**src/hw/rtl/fidtlv_pkg.sv**
```systemverilog
`default_nettype none
// ----------------------------------------------------------------------------
// fidtlv_pkg
// Shared types, codes and tables for the remote id vendor element parser.
// ----------------------------------------------------------------------------
package fidtlv_pkg;

  // id characters kept per record kind
  localparam int MAX_ID_CHARS  = 20;
  // first record header inside the element
  localparam int FIRST_HEADER  = 6;
  // operator id characters begin this far into the record value
  localparam int ID_CHAR_OFFSET = 6;
  // record types that capture a field
  localparam int CAPTURE_TYPES = 8;
  localparam int FIELD_SLOTS   = 4;
  // results held between parser and consumer
  localparam int QUEUE_DEPTH   = 2;

  // record type codes
  localparam logic [7:0] REC_OPERATOR_ID   = 8'd2;
  localparam logic [7:0] REC_UAV_ID        = 8'd3;
  localparam logic [7:0] REC_FIRST_CAPTURE = 8'd4;
  localparam logic [7:0] REC_LAST_CAPTURE  = 8'd11;

  typedef enum logic [1:0] {
    KIND_OPERATOR_CHAR = 2'd0,
    KIND_UAV_CHAR      = 2'd1,
    KIND_SUMMARY       = 2'd2
  } kind_t;

  typedef struct packed {
    logic [7:0] data_byte;
    logic       start_of_element;
  } in_item_t;

  typedef struct packed {
    kind_t              kind;
    logic [4:0]         char_index;
    logic [7:0]         char_value;
    logic signed [31:0] uav_lat;
    logic signed [31:0] uav_lon;
    logic signed [31:0] operator_lat;
    logic signed [31:0] operator_long;
    logic signed [15:0] altitude;
    logic signed [15:0] height;
    logic [7:0]         ground_speed;
    logic [15:0]        course;
  } result_t;

  // bytes captured for each field record, indexed by type minus four
  function automatic logic [2:0] cap_size(input logic [2:0] k);
    logic [2:0] s;
    unique case (k)
      3'd0, 3'd1, 3'd4, 3'd5: s = 3'd4;
      3'd6:                   s = 3'd1;
      default:                s = 3'd2;
    endcase
    return s;
  endfunction

  // storage slot of each field record
  function automatic logic [1:0] cap_slot(input logic [2:0] k);
    logic [1:0] s;
    unique case (k)
      3'd0, 3'd2: s = 2'd0;
      3'd1, 3'd3: s = 2'd1;
      3'd4, 3'd6: s = 2'd2;
      default:    s = 2'd3;
    endcase
    return s;
  endfunction

  // wide (32-bit) or narrow (16-bit) storage
  function automatic logic cap_wide(input logic [2:0] k);
    logic w;
    unique case (k)
      3'd0, 3'd1, 3'd4, 3'd5: w = 1'b1;
      default:                w = 1'b0;
    endcase
    return w;
  endfunction

endpackage
`default_nettype wire

```
**src/hw/rtl/french_remote_id_tlv_parser.sv**
```systemverilog
`default_nettype none
// ----------------------------------------------------------------------------
// french_remote_id_tlv_parser
// Result beats are registered in the result queue and read from its head.
// Throughput: one byte per cycle unless full; the byte parser is combinational,
//   and full rises only when the result queue holds QUEUE_DEPTH beats.
// Reset: synchronous rst clears the parse state, all fields and the queue.
// ----------------------------------------------------------------------------
module french_remote_id_tlv_parser #(
  parameter int QUEUE_DEPTH = fidtlv_pkg::QUEUE_DEPTH
) (
  input  wire logic                 clk,
  input  wire logic                 rst,
  input  wire logic                 push,
  output logic                      full,
  input  wire fidtlv_pkg::in_item_t element_byte,
  output logic                      empty,
  input  wire logic                 pop,
  output fidtlv_pkg::result_t       result
);

  logic                accept;
  logic                res_valid;
  fidtlv_pkg::result_t res_item;

  // a byte is taken whenever the queue has room for its result
  assign accept = push && !full;

  // parser front
  fidtlv_front u_front (
    .clk       (clk),
    .rst       (rst),
    .in_valid  (accept),
    .in_item   (element_byte),
    .res_valid (res_valid),
    .res_item  (res_item)
  );

  // result queue
  fidtlv_queue #(
    .DEPTH (QUEUE_DEPTH)
  ) u_queue (
    .clk     (clk),
    .rst     (rst),
    .wr      (res_valid),
    .wr_item (res_item),
    .rd      (pop),
    .rd_item (result),
    .empty   (empty),
    .full    (full)
  );

endmodule
`default_nettype wire

```
**src/hw/rtl/fidtlv_front.sv**
```systemverilog
`default_nettype none
// ----------------------------------------------------------------------------
// fidtlv_front
// Byte parser: walks the records of one element, captures the big-endian
// fields and classifies each beat into an id character, a summary or nothing.
// ----------------------------------------------------------------------------
module fidtlv_front (
  input  wire logic               clk,
  input  wire logic               rst,
  input  wire logic               in_valid,
  input  wire fidtlv_pkg::in_item_t in_item,
  output logic                    res_valid,
  output fidtlv_pkg::result_t     res_item
);

  // parse state
  logic [8:0]  pos,   pos_next;
  logic [7:0]  len,   len_next;
  logic [9:0]  nhp,   nhp_next;
  logic [7:0]  rtype, rtype_next;
  logic [7:0]  rlen,  rlen_next;
  logic [9:0]  rvs,   rvs_next;
  logic [31:0] recent, recent_next;
  logic [2:0]  cdown      [fidtlv_pkg::CAPTURE_TYPES];
  logic [2:0]  cdown_next [fidtlv_pkg::CAPTURE_TYPES];
  logic [31:0] wide       [fidtlv_pkg::FIELD_SLOTS];
  logic [31:0] wide_next  [fidtlv_pkg::FIELD_SLOTS];
  logic [15:0] narrow      [fidtlv_pkg::FIELD_SLOTS];
  logic [15:0] narrow_next [fidtlv_pkg::FIELD_SLOTS];

  // working values
  logic        clr;
  logic        skip;
  logic [8:0]  p;
  logic [9:0]  p10;
  logic [7:0]  b;
  logic [7:0]  c_len;
  logic [9:0]  c_nhp;
  logic [7:0]  c_rtype;
  logic [7:0]  c_rlen;
  logic [9:0]  c_rvs;
  logic [7:0]  l_eff;
  logic [9:0]  off;
  logic [2:0]  cd;
  logic [2:0]  cap_k;
  logic        is_char;
  logic        is_sum;

  // next state and classification of the beat
  always_comb begin
    b       = in_item.data_byte;
    clr     = in_item.start_of_element || (pos == 9'd0);
    p       = clr ? 9'd0 : pos;
    p10     = {1'b0, p};
    c_len   = clr ? 8'd0 : len;
    c_nhp   = clr ? 10'(fidtlv_pkg::FIRST_HEADER) : nhp;
    c_rtype = clr ? 8'd0 : rtype;
    c_rlen  = clr ? 8'd0 : rlen;
    c_rvs   = clr ? 10'd0 : rvs;
    skip    = (p >= 9'd2) && (p10 > {2'b0, c_len} + 10'd1);
    l_eff   = (p == 9'd1) ? b : c_len;
    off     = p10 - c_rvs;
    cap_k   = 3'(c_rtype - fidtlv_pkg::REC_FIRST_CAPTURE);
    is_char = 1'b0;
    is_sum  = 1'b0;
    cd      = 3'd0;

    pos_next    = pos;
    len_next    = len;
    nhp_next    = nhp;
    rtype_next  = rtype;
    rlen_next   = rlen;
    rvs_next    = rvs;
    recent_next = recent;
    for (int k = 0; k < fidtlv_pkg::CAPTURE_TYPES; k++) cdown_next[k] = cdown[k];
    for (int s = 0; s < fidtlv_pkg::FIELD_SLOTS; s++) begin
      wide_next[s]   = wide[s];
      narrow_next[s] = narrow[s];
    end

    res_item            = '0;
    res_item.kind       = fidtlv_pkg::KIND_OPERATOR_CHAR;
    res_item.char_value = b;
    res_item.char_index = off[4:0];

    if (in_valid && !skip) begin
      // start from the cleared state at index 0
      len_next    = c_len;
      nhp_next    = c_nhp;
      rtype_next  = c_rtype;
      rlen_next   = c_rlen;
      rvs_next    = c_rvs;
      recent_next = {(clr ? 24'd0 : recent[23:0]), b};
      for (int s = 0; s < fidtlv_pkg::FIELD_SLOTS; s++) begin
        wide_next[s]   = clr ? 32'd0 : wide[s];
        narrow_next[s] = clr ? 16'd0 : narrow[s];
      end

      // countdown per field type, capture on the last byte
      for (int k = 0; k < fidtlv_pkg::CAPTURE_TYPES; k++) begin
        cd = clr ? 3'd0 : cdown[k];
        cdown_next[k] = cd;
        if (cd != 3'd0) begin
          cdown_next[k] = cd - 3'd1;
          if (cd == 3'd1) begin
            if (fidtlv_pkg::cap_wide(3'(k)))
              wide_next[fidtlv_pkg::cap_slot(3'(k))] = recent_next;
            else if (fidtlv_pkg::cap_size(3'(k)) == 3'd1)
              narrow_next[fidtlv_pkg::cap_slot(3'(k))] = {8'd0, b};
            else
              narrow_next[fidtlv_pkg::cap_slot(3'(k))] = recent_next[15:0];
          end
        end
      end

      len_next = l_eff;

      // id characters inside an id record
      if ((c_rtype == fidtlv_pkg::REC_OPERATOR_ID || c_rtype == fidtlv_pkg::REC_UAV_ID) &&
          (p10 >= c_rvs) && (off < {2'b0, c_rlen})) begin
        if (c_rtype == fidtlv_pkg::REC_OPERATOR_ID &&
            off >= 10'(fidtlv_pkg::ID_CHAR_OFFSET) &&
            (off - 10'(fidtlv_pkg::ID_CHAR_OFFSET)) < 10'(fidtlv_pkg::MAX_ID_CHARS)) begin
          is_char             = 1'b1;
          res_item.kind       = fidtlv_pkg::KIND_OPERATOR_CHAR;
          res_item.char_index = 5'(off - 10'(fidtlv_pkg::ID_CHAR_OFFSET));
        end else if (c_rtype == fidtlv_pkg::REC_UAV_ID &&
                     off < 10'(fidtlv_pkg::MAX_ID_CHARS)) begin
          is_char             = 1'b1;
          res_item.kind       = fidtlv_pkg::KIND_UAV_CHAR;
          res_item.char_index = off[4:0];
        end
      end

      // record header: type byte then length byte
      if (p10 == c_nhp && p < {1'b0, l_eff}) begin
        rtype_next = b;
      end else if ({1'b0, p10} == {1'b0, c_nhp} + 11'd1 && c_nhp < {2'b0, l_eff}) begin
        rlen_next = b;
        rvs_next  = p10 + 10'd1;
        nhp_next  = p10 + 10'd1 + {2'b0, b};
        if (c_rtype >= fidtlv_pkg::REC_FIRST_CAPTURE &&
            c_rtype <= fidtlv_pkg::REC_LAST_CAPTURE)
          cdown_next[cap_k] = fidtlv_pkg::cap_size(cap_k);
      end

      // summary on the last byte drops pending captures
      if (p >= 9'd1 && p == {1'b0, l_eff} + 9'd1) begin
        is_sum = 1'b1;
        for (int k = 0; k < fidtlv_pkg::CAPTURE_TYPES; k++) cdown_next[k] = 3'd0;
      end

      pos_next = p + 9'd1;
    end

    if (is_sum) begin
      res_item.kind          = fidtlv_pkg::KIND_SUMMARY;
      res_item.char_index    = 5'd0;
      res_item.char_value    = 8'd0;
      res_item.uav_lat       = wide_next[0];
      res_item.uav_lon       = wide_next[1];
      res_item.operator_lat  = wide_next[2];
      res_item.operator_long = wide_next[3];
      res_item.altitude      = narrow_next[0];
      res_item.height        = narrow_next[1];
      res_item.ground_speed  = narrow_next[2][7:0];
      res_item.course        = narrow_next[3];
    end
    res_valid = is_sum || is_char;
  end

  // state registers
  always_ff @(posedge clk) begin
    if (rst) begin
      pos    <= 9'd0;
      len    <= 8'd0;
      nhp    <= 10'(fidtlv_pkg::FIRST_HEADER);
      rtype  <= 8'd0;
      rlen   <= 8'd0;
      rvs    <= 10'd0;
      recent <= 32'd0;
      for (int k = 0; k < fidtlv_pkg::CAPTURE_TYPES; k++) cdown[k] <= 3'd0;
      for (int s = 0; s < fidtlv_pkg::FIELD_SLOTS; s++) begin
        wide[s]   <= 32'd0;
        narrow[s] <= 16'd0;
      end
    end else begin
      pos    <= pos_next;
      len    <= len_next;
      nhp    <= nhp_next;
      rtype  <= rtype_next;
      rlen   <= rlen_next;
      rvs    <= rvs_next;
      recent <= recent_next;
      for (int k = 0; k < fidtlv_pkg::CAPTURE_TYPES; k++) cdown[k] <= cdown_next[k];
      for (int s = 0; s < fidtlv_pkg::FIELD_SLOTS; s++) begin
        wide[s]   <= wide_next[s];
        narrow[s] <= narrow_next[s];
      end
    end
  end

  // position never runs past the byte after the summary
  assert property (@(posedge clk) disable iff (rst) pos <= 9'd257)
    else $error("byte position past end of longest element");

  // a summary leaves the position just past the element
  assert property (@(posedge clk) disable iff (rst)
    res_valid && res_item.kind == fidtlv_pkg::KIND_SUMMARY |=> pos == {1'b0, len} + 9'd2)
    else $error("summary not on the last byte of the element");

  // character beats stay inside the id window
  assert property (@(posedge clk) disable iff (rst)
    res_valid && res_item.kind != fidtlv_pkg::KIND_SUMMARY |->
      res_item.char_index < 5'(fidtlv_pkg::MAX_ID_CHARS))
    else $error("id character index out of range");

endmodule
`default_nettype wire

```
**src/hw/rtl/fidtlv_queue.sv**
```systemverilog
`default_nettype none
// ----------------------------------------------------------------------------
// fidtlv_queue
// Result queue between the parser and the consumer; the head entry is
// presented on the result side while the queue is not empty.
// ----------------------------------------------------------------------------
module fidtlv_queue #(
  parameter int DEPTH = fidtlv_pkg::QUEUE_DEPTH
) (
  input  wire logic                clk,
  input  wire logic                rst,
  input  wire logic                wr,
  input  wire fidtlv_pkg::result_t wr_item,
  input  wire logic                rd,
  output fidtlv_pkg::result_t      rd_item,
  output logic                     empty,
  output logic                     full
);

  localparam int PW = (DEPTH > 1) ? $clog2(DEPTH) : 1;
  localparam int CW = $clog2(DEPTH + 1);

  fidtlv_pkg::result_t entries [DEPTH];
  logic [PW-1:0] wr_ptr, wr_ptr_next;
  logic [PW-1:0] rd_ptr, rd_ptr_next;
  logic [CW-1:0] count, count_next;
  logic          do_wr;
  logic          do_rd;

  // pointer and fill count update
  always_comb begin
    do_wr       = wr && !full;
    do_rd       = rd && !empty;
    wr_ptr_next = wr_ptr;
    rd_ptr_next = rd_ptr;
    count_next  = count;
    if (do_wr) wr_ptr_next = (wr_ptr == PW'(DEPTH - 1)) ? '0 : wr_ptr + PW'(1);
    if (do_rd) rd_ptr_next = (rd_ptr == PW'(DEPTH - 1)) ? '0 : rd_ptr + PW'(1);
    if (do_wr && !do_rd) count_next = count + CW'(1);
    else if (do_rd && !do_wr) count_next = count - CW'(1);
  end

  assign empty   = (count == '0);
  assign full    = (count == CW'(DEPTH));
  assign rd_item = entries[rd_ptr];

  // control registers
  always_ff @(posedge clk) begin
    if (rst) begin
      wr_ptr <= '0;
      rd_ptr <= '0;
      count  <= '0;
    end else begin
      wr_ptr <= wr_ptr_next;
      rd_ptr <= rd_ptr_next;
      count  <= count_next;
    end
  end

  // entry storage
  always_ff @(posedge clk) begin
    if (do_wr) entries[wr_ptr] <= wr_item;
  end

  // fill count bounded by the depth
  assert property (@(posedge clk) disable iff (rst) count <= CW'(DEPTH))
    else $error("queue fill count beyond depth");

  // a beat written into an empty queue shows up on the head next cycle
  assert property (@(posedge clk) disable iff (rst) do_wr && empty && !do_rd |=> !empty)
    else $error("written beat lost");

  // pointers agree with the count when the queue drains
  assert property (@(posedge clk) disable iff (rst) empty |-> rd_ptr == wr_ptr)
    else $error("queue pointers out of step");

endmodule
`default_nettype wire

```
**config.mk**
```make
export PLATFORM = sky130hd
export DESIGN_NAME = french_remote_id_tlv_parser
export DESIGN_NICKNAME = d
export VERILOG_FILES = /design/src/hw/rtl/fidtlv_pkg.sv /design/src/hw/rtl/french_remote_id_tlv_parser.sv /design/src/hw/rtl/fidtlv_front.sv /design/src/hw/rtl/fidtlv_queue.sv
export SDC_FILE = /design/constraint.sdc
export NUM_CORES = 1
export LEC_CHECK = 0
export BUFFER_PORTS_ARGS = -buffer_cell sky130_fd_sc_hd__buf_2
export CAP_MARGIN = 30
export CORE_AREA = 2 2 231 233
export DETAILED_ROUTE_END_ITERATION = 12
export DIE_AREA = 0 0 233 235
export GPL_TIMING_DRIVEN = 1
export PLACE_DENSITY = 0.8
export RECOVER_POWER = 25
export SKIP_LAST_GASP = 1
export SLEW_MARGIN = 20
export SYNTH_ARGS = -nofsm -noshare
export SYNTH_HDL_FRONTEND = slang
export SYNTH_SLANG_ARGS = --single-unit
```
**constraint.sdc**
```tcl
create_clock -name clk -period 18.4 [get_ports clk]
set_input_delay 0 -clock clk [delete_from_list [all_inputs] [get_ports clk]]
set_output_delay 0 -clock clk [all_outputs]
set_load 0.02 [all_outputs]
```
## Word level (Yosys, flattened, before mapping)

Memories as Yosys holds them, arrays and structs flattened. A register that Yosys moved wholly into a read port is not among the register bits.
Cells that the tools add are included.

| word-level totals | value |
|---|---|
| bits in registers | 81 |
| RAM bits | 614 |
| output and inout bits | 201 |
| memories kept | 4 |

| operators by class | value |
|---|---|
| $add $sub $neg | 21 |
| magnitude comparators | 62 |
| equal/unequal tests | 27 |
| mux-type cells | 410 |
| bitwise logic cells | 41 |
| reductions and logical operators | 62 |

Memory list:

| memory | depth | bits a word | rd ports | clocked after Yosys merged registers in | wr ports | RTL line | RTL |
|---|---|---|---|---|---|---|---|
| u_queue.entries | 2 | 199 | 1 | 1 | 1 | fidtlv_queue.sv:23 | `fidtlv_pkg::result_t entries [DEPTH];` |
| u_front.wide | 4 | 32 | 4 | 0 | 4 | fidtlv_front.sv:26 | `logic [31:0] wide [fidtlv_pkg::FIELD_SLOTS];` |
| u_front.narrow | 4 | 16 | 4 | 0 | 4 | fidtlv_front.sv:28 | `logic [15:0] narrow [fidtlv_pkg::FIELD_SLOTS];` |
| u_front.cdown | 8 | 3 | 8 | 0 | 8 | fidtlv_front.sv:24 | `logic [2:0] cdown [fidtlv_pkg::CAPTURE_TYPES];` |

Operators by type and width:

| cell | number |
|---|---|
| $mux W128 | 32 |
| $mux W64 | 40 |
| $bwmux W128 | 8 |
| $bwmux W64 | 16 |
| $demux W16 S2 | 16 |
| $demux W32 S2 | 8 |
| $mux W32 | 16 |
| $mux W16 | 24 |
| $mux W2 | 114 |
| $mux W3 | 69 |
| $mux W199 | 1 |
| $mux W24 | 6 |
| $ge A3 B3 Y1 const B | 24 |
| $lt A3 B1 Y1 const B | 24 |
| $not A2 Y3 | 24 |
| $mux W10 | 6 |
| $mux W8 | 7 |
| $eq A3 B1 Y1 const B | 17 |
| $logic_and A1 B1 Y1 | 41 |
| $mux W1 | 39 |
| $bwmux W24 | 1 |
| $reduce_bool A3 Y1 | 8 |
| $sub A3 B1 Y3 const B | 8 |
| $mux W7 | 3 |
| 43 further kinds | 71 |

## Logic depth before layout (Yosys ltp)

| logic depth | value |
|---|---|
| word-level depth | 73 |
| mapped depth | 29 |

## By module

From an unflattened synthesis, not the netlist that was laid out.

| second synthesis, totals | value |
|---|---|
| cell total of the unflattened synthesis | 2,963 |
| area, all modules | 31,864.3 µm² |

Modules (own cells, without submodules):

| module | instances | cells each | area each (µm²) | seq. area each (µm²) |
|---|---|---|---|---|
| fidtlv_front | 1 | 2,318 | 16,869.9 | 5,705.5 |
| fidtlv_queue | 1 | 644 | 14,980.6 | 12,051.6 |
| french_remote_id_tlv_parser | 1 | 1 | 13.8 | 0.0 |

## Least setup slack after synthesis

Ideal clock, no wire load.

| timing path | value |
|---|---|
| path kind | register -> register |
| from | reg u_front.pos[8] |
| to | mem u_queue.entries[1][0] in the netlist's numbering (enable) |
| arrival time | 13.808 ns |
| data required time | 17.638 ns |
| path slack | 3.831 ns |
| stages on the path, launching flop included | 25 |
| buffers on the path | 5 |
| clock period less this slack | 14.569 ns |
| path through | dfxtp_1 buf_6 or4_4 o31a_2 clkbuf_1 clkbuf_1 clkbuf_1 clkbuf_1 and2_1 ha_1 fa_1 nand2b_1 o21ai_0 nand2_1 xor2_1 inv_1 ha_1 or4_1 a21oi_1 a221oi_1 nor4_1 o2111ai_1 nor4_1 nor3_1 nor2_1 |

| between the ends | value |
|---|---|
| longest elaborated chain between the ends | 14 |

RTL lines:

| what | RTL line | RTL |
|---|---|---|
| start, declared | fidtlv_front.sv:17 | `logic [8:0] pos, pos_next;` |
| start signal, assigned | fidtlv_front.sv:188 | `pos <= pos_next;` |
| $logic_not A9 Y1 | fidtlv_front.sv:52 | `clr = in_item.start_of_element \|\| (pos == 9'd0);` |
| $logic_or A1 B1 Y1 | fidtlv_front.sv:52 |  |
| $mux W9 / $mux W10 (equally long branches) | fidtlv_front.sv:53, fidtlv_front.sv:59 |  |
| $sub A9 B10 Y10 / $eq A9 B1 Y1 (equally long branches) | fidtlv_front.sv:62, fidtlv_front.sv:61 |  |
| $sub A10 B3 Y10 (tied with other cells) | fidtlv_front.sv:123 | `(off - 10'(fidtlv_pkg::ID_CHAR_OFFSET)) < 10'(fidtlv_pkg::MAX_ID_CHARS)) begin` |
| $lt A10 B5 Y1 (tied with other cells) | fidtlv_front.sv:123 |  |
| $logic_and A1 B1 Y1 (tied with other cells) | fidtlv_front.sv:122 | `off >= 10'(fidtlv_pkg::ID_CHAR_OFFSET) &&` |
| $mux W1 / $logic_and A1 B1 Y1 (equally long branches) | fidtlv_front.sv:121, fidtlv_front.sv:148 |  |
| $mux W1, on equally long branches | fidtlv_front.sv:119, fidtlv_front.sv:148 |  |
| $mux W1 | fidtlv_front.sv:86 | `if (in_valid && !skip) begin` |
| $logic_or A1 B1 Y1 (*) | fidtlv_front.sv:169 | `res_valid = is_sum \|\| is_char;` |
| $logic_and A1 B1 Y1 (*) | fidtlv_queue.sv:32 | `do_wr = wr && !full;` |
| $mux W1 (*) | fidtlv_queue.sv:62 | `if (do_wr) entries[wr_ptr] <= wr_item;` |
| $mux W1 (not written as such) (*) | fidtlv_queue.sv:62 |  |
| end, declared | fidtlv_queue.sv:23 |  |

Every way passes the cells marked *; elsewhere a longest branch is shown, timed or not.

## Worst setup path in the final report

| timing path | value |
|---|---|
| from | reg u_front.pos[1] |
| to | mem u_queue.entries[0][27] in the netlist's numbering (enable) |

Same word-level chain as after synthesis.

==> metrics <==
# fillers around 3800; Commonest cells post-synth nand2_1 (451), edfxtp_1 (398), nor2_1 (323), dfxtp_1 (290), a21oi_1 (214); Worst EP arrival 11480 ps; Synthesized Nets about 3100; FF-to-FF path depth 20; routed vias 24100; pwr dens 118 nW/µm²; hold depth 3; worst vdd ir 0.0000734 V; Fmax just under 90 MHz; clock sink total 688; num rows 84; prevailing post-synth register cell edfxtp_1; synth warn 0; slew margin rel. -1.62; CP Capture Type register; library cell with the largest summed area after synthesis edfxtp_1; Synth area leaders edfxtp_1 (38%), dfxtp_1 (18%), mux2_2 (7.1%); post-synthesis cell count 2996; starting density of the core 0.605; #FFs+latches synth 688; gr ovfl total 0; drt via density 6.29; # resized after CTS 0; most common cell in the netlist nand2_1; Slew @ Worst Pin about 4000 ps; I/O pin count 214; Ant. Diodes 0; WS Path Type register to register; final wirelength 85400 µm; Mean Syn Cell Area 10.6 µm²; Initial DRC Count 2971; data required time at the worst endpoint about 19000 ps; period utilisation layout 0.609; vias in the first global route ~23000; FF-to-FF Start u_front.pos[1]$_SDFFE_PP0P_; clock edge transition at the registers on the reported setup and hold paths roughly 60 ps; Worst R2R End u_queue.entries[0][27]$_DFFE_PP_; CORE AREA 52200 µm²; area growth from synthesis to layout 12.0%; maxcap violations 8; Seq/Total Area, Yosys 0.562; Pre-Repair DR Iteration Count 6; ratio of cells with drive above 1 in the final layout 0.139; Distinct cells, synth 81; non-filler cells, final approximately 3800; Setup Buffers After CTS 0; CP Max Fanout 100; total die area 54800 µm²; post-DP HPWL 52500 µm; first-pass GRT wire length around 130000 µm; Die H 235 µm; Leakage 11.6 nW; Post-synth EDFFs a little under 400; wire per inst 22.3 µm; Sequential cell area 17800 µm²; Clock Path Buffers 3; status finished with violations; post-route antenna net violation count 0; Hold Path Class input pin to register; fin crit period about 11000 ps; Syn Std Cell Area 31600 µm²; DR DRC count 0; reg2reg setup slack 7190 ps; CP Launch Type register; largest net degree at the start of global routing 128; CTS tree done; cell count after placement 3688; Final Hold Fails 0; RSZ-0062 raised after global routing false; htree depth 3; GPL Wtd Cong 0.884; total negative setup slack 0 ps; area taken by multi-input logic gates 12700 µm²; CTS Buf Count 69; Async SR Flop Fraction 0; violated checks capacitance limit, slew limit; final slew viol count 513; Hold Crit Start element_byte[0]; die width roughly 230 µm; hold worst-path end u_front.pos[0]$_SDFFE_PP0P_; GRT Overall Usage 0.304; Post-CTS Hold Fix Bufs 9; Final Net Count 3180; post-synth top area share 0.378; worst clock skew between 20 and 25 ps; final setup fails 0; antenna violations before repair 1; Root Buffer clkbuf_16; Core Util, Final 0.678; clk_lat worst skew 620 ps; IO Port Bufs 213
==> critical path, cell delays in order, from the launching register on <==
cell and delay [ps]:
dfxtp_1 470, or4_1 850, o31a_4 450, clkbuf_1 490, and2_1 380, ha_1 240, nand3_1 120, xnor2_1 150
nand2_1 90, ha_1 370, a211oi_1 230, o21ai_0 130, a211oi_1 390, o41a_1 990, nand2_1 2440, inv_6 930
o31ai_1 310, inv_8 310, buf_16 350, buf_4 500, buf_16 300
==> sequential cells by signal (all words and copies together) (netlist names), 8 cells and up, named ones only <==
| name | cells |
|---|---|
| u_front.cdown | 24 |
| u_front.pos | 9 |
| u_front.rtype | 8 |
| u_front.recent | 24 |
| u_front.narrow | 56 |
| u_front.len | 8 |
| u_queue.entries | 398 |
| u_front.wide | 128 |
| u_front.rlen | 8 |
| u_front.rvs | 10 |
| u_front.nhp | 10 |
==> per-layer routing <==
layer / global-route usage / vias up / part of all wire
met5: 0 / - / 0.00015
met4: 0.125 / 2 / 0.037
met3: 0.0443 / 232 / 0.079
met2: 0.506 / 1170 / 0.49
met1: 0.398 / 11800 / 0.39
li1: - / 10900 / -
==> report_power, final <==
| group | total (W) | internal [W] | leakage (nW) | switching [W] |
|---|---|---|---|---|
| clock network | 0.00152 | 0.000913 | 1.20 | 0.000605 |
| logic | 0.000978 | 0.000331 | 4.58 | 0.000646 |
| registers | 0.00170 | 0.00163 | 5.85 | 0.0000620 |
| total | 0.00419 | 0.00288 | 11.6 | 0.00131 |
==> worst max path at each step <==
stage	startpoint	endpoint	slack, ps	depth (start not counted)
after floorplan	u_front.pos[8]$_SDFFE_PP0P_	u_queue.entries[1][0]$_DFFE_PP_	3830	24
after CTS	u_front.pos[1]$_SDFFE_PP0P_	u_queue.entries[0][29]$_DFFE_PP_	10260	21
after global routing	u_front.pos[1]$_SDFFE_PP0P_	u_queue.entries[0][29]$_DFFE_PP_	6680	21
after global placement	u_front.pos[1]$_SDFFE_PP0P_	u_queue.entries[1][42]$_DFFE_PP_	10390	22
final	u_front.pos[1]$_SDFFE_PP0P_	u_queue.entries[0][27]$_DFFE_PP_	7190	20
after detailed placement	u_front.pos[1]$_SDFFE_PP0P_	u_queue.entries[0][42]$_DFFE_PP_	10310	21
==> stage by stage <==
step | cell area, µm² | hold slack (ps) | worst slack, ps | power (W)
final | 35400 | 82.1 | 7190 | 0.00419
after CTS | 35500 | 34.5 | 10260 | 0.00421
after global placement | 32800 | 425 | 10390 | 0.00269
after global routing | 35400 | 68.3 | 6680 | 0.00432
after detailed placement | 32900 | 440 | 10310 | 0.00271
after floorplan | 31600 | 257 | 3830 | 0.00240
==> placed cells by master, fill, tap and decap left out, drive strengths merged, types with 5 or more instances in the layout <==
cell / Yosys / layout
a22oi: 208 / 208
o31ai: 5 / 5
buf: 37 / 110
o21ai: 48 / 48
clkbuf: 208 / 241
nand3b: 10 / 10
a21oi: 267 / 267
o31a: 5 / 5
nand4: 16 / 16
nand3: 102 / 102
nor4: 13 / 13
or3: 10 / 10
a211o: 11 / 11
mux2: 199 / 199
xor2: 28 / 28
nand2: 452 / 452
and2: 17 / 17
a32oi: 13 / 13
o21a: 7 / 7
ha: 75 / 75
and3b: 7 / 7
bufinv: 0 / 10
a211oi: 7 / 7
dfxtp: 290 / 290
inv: 36 / 41
a22o: 8 / 8
a31oi: 15 / 15
nor3: 21 / 21
nor2: 324 / 324
and3: 6 / 6
edfxtp: 398 / 398
dlygate4sd3: 0 / 9
nor2b: 25 / 25
nand2b: 17 / 17
xnor2: 26 / 26
or4: 12 / 12
a21o: 7 / 7
clkinv: 0 / 17
mux2i: 18 / 18
==> cell families (layout without fill, tap and decap cells) <==
logic type      Yosys count  count (layout)  share of synthesized area
flops                   688             688                      0.562
buf+inv                 281             432                     0.0370
xor+xnor                 54              54                     0.0150
simple gates           1045            1045                      0.144
fa+ha+maj                79              79                     0.0316
compound gates          632             632                      0.134
mux                     217             217                     0.0766
==> final cells by class <==
type / count / share of cell area
clock buffers: 92 / 0.0565
clock inverters: 36 / 0.0134
inverters: 36 / 0.00417
multi-input cells: 2027 / 0.359
flip-flops and latches: 688 / 0.501
well taps: 688 / 0.0243
repair buffers: 268 / 0.0411
(Power assumes the default switching activity.)
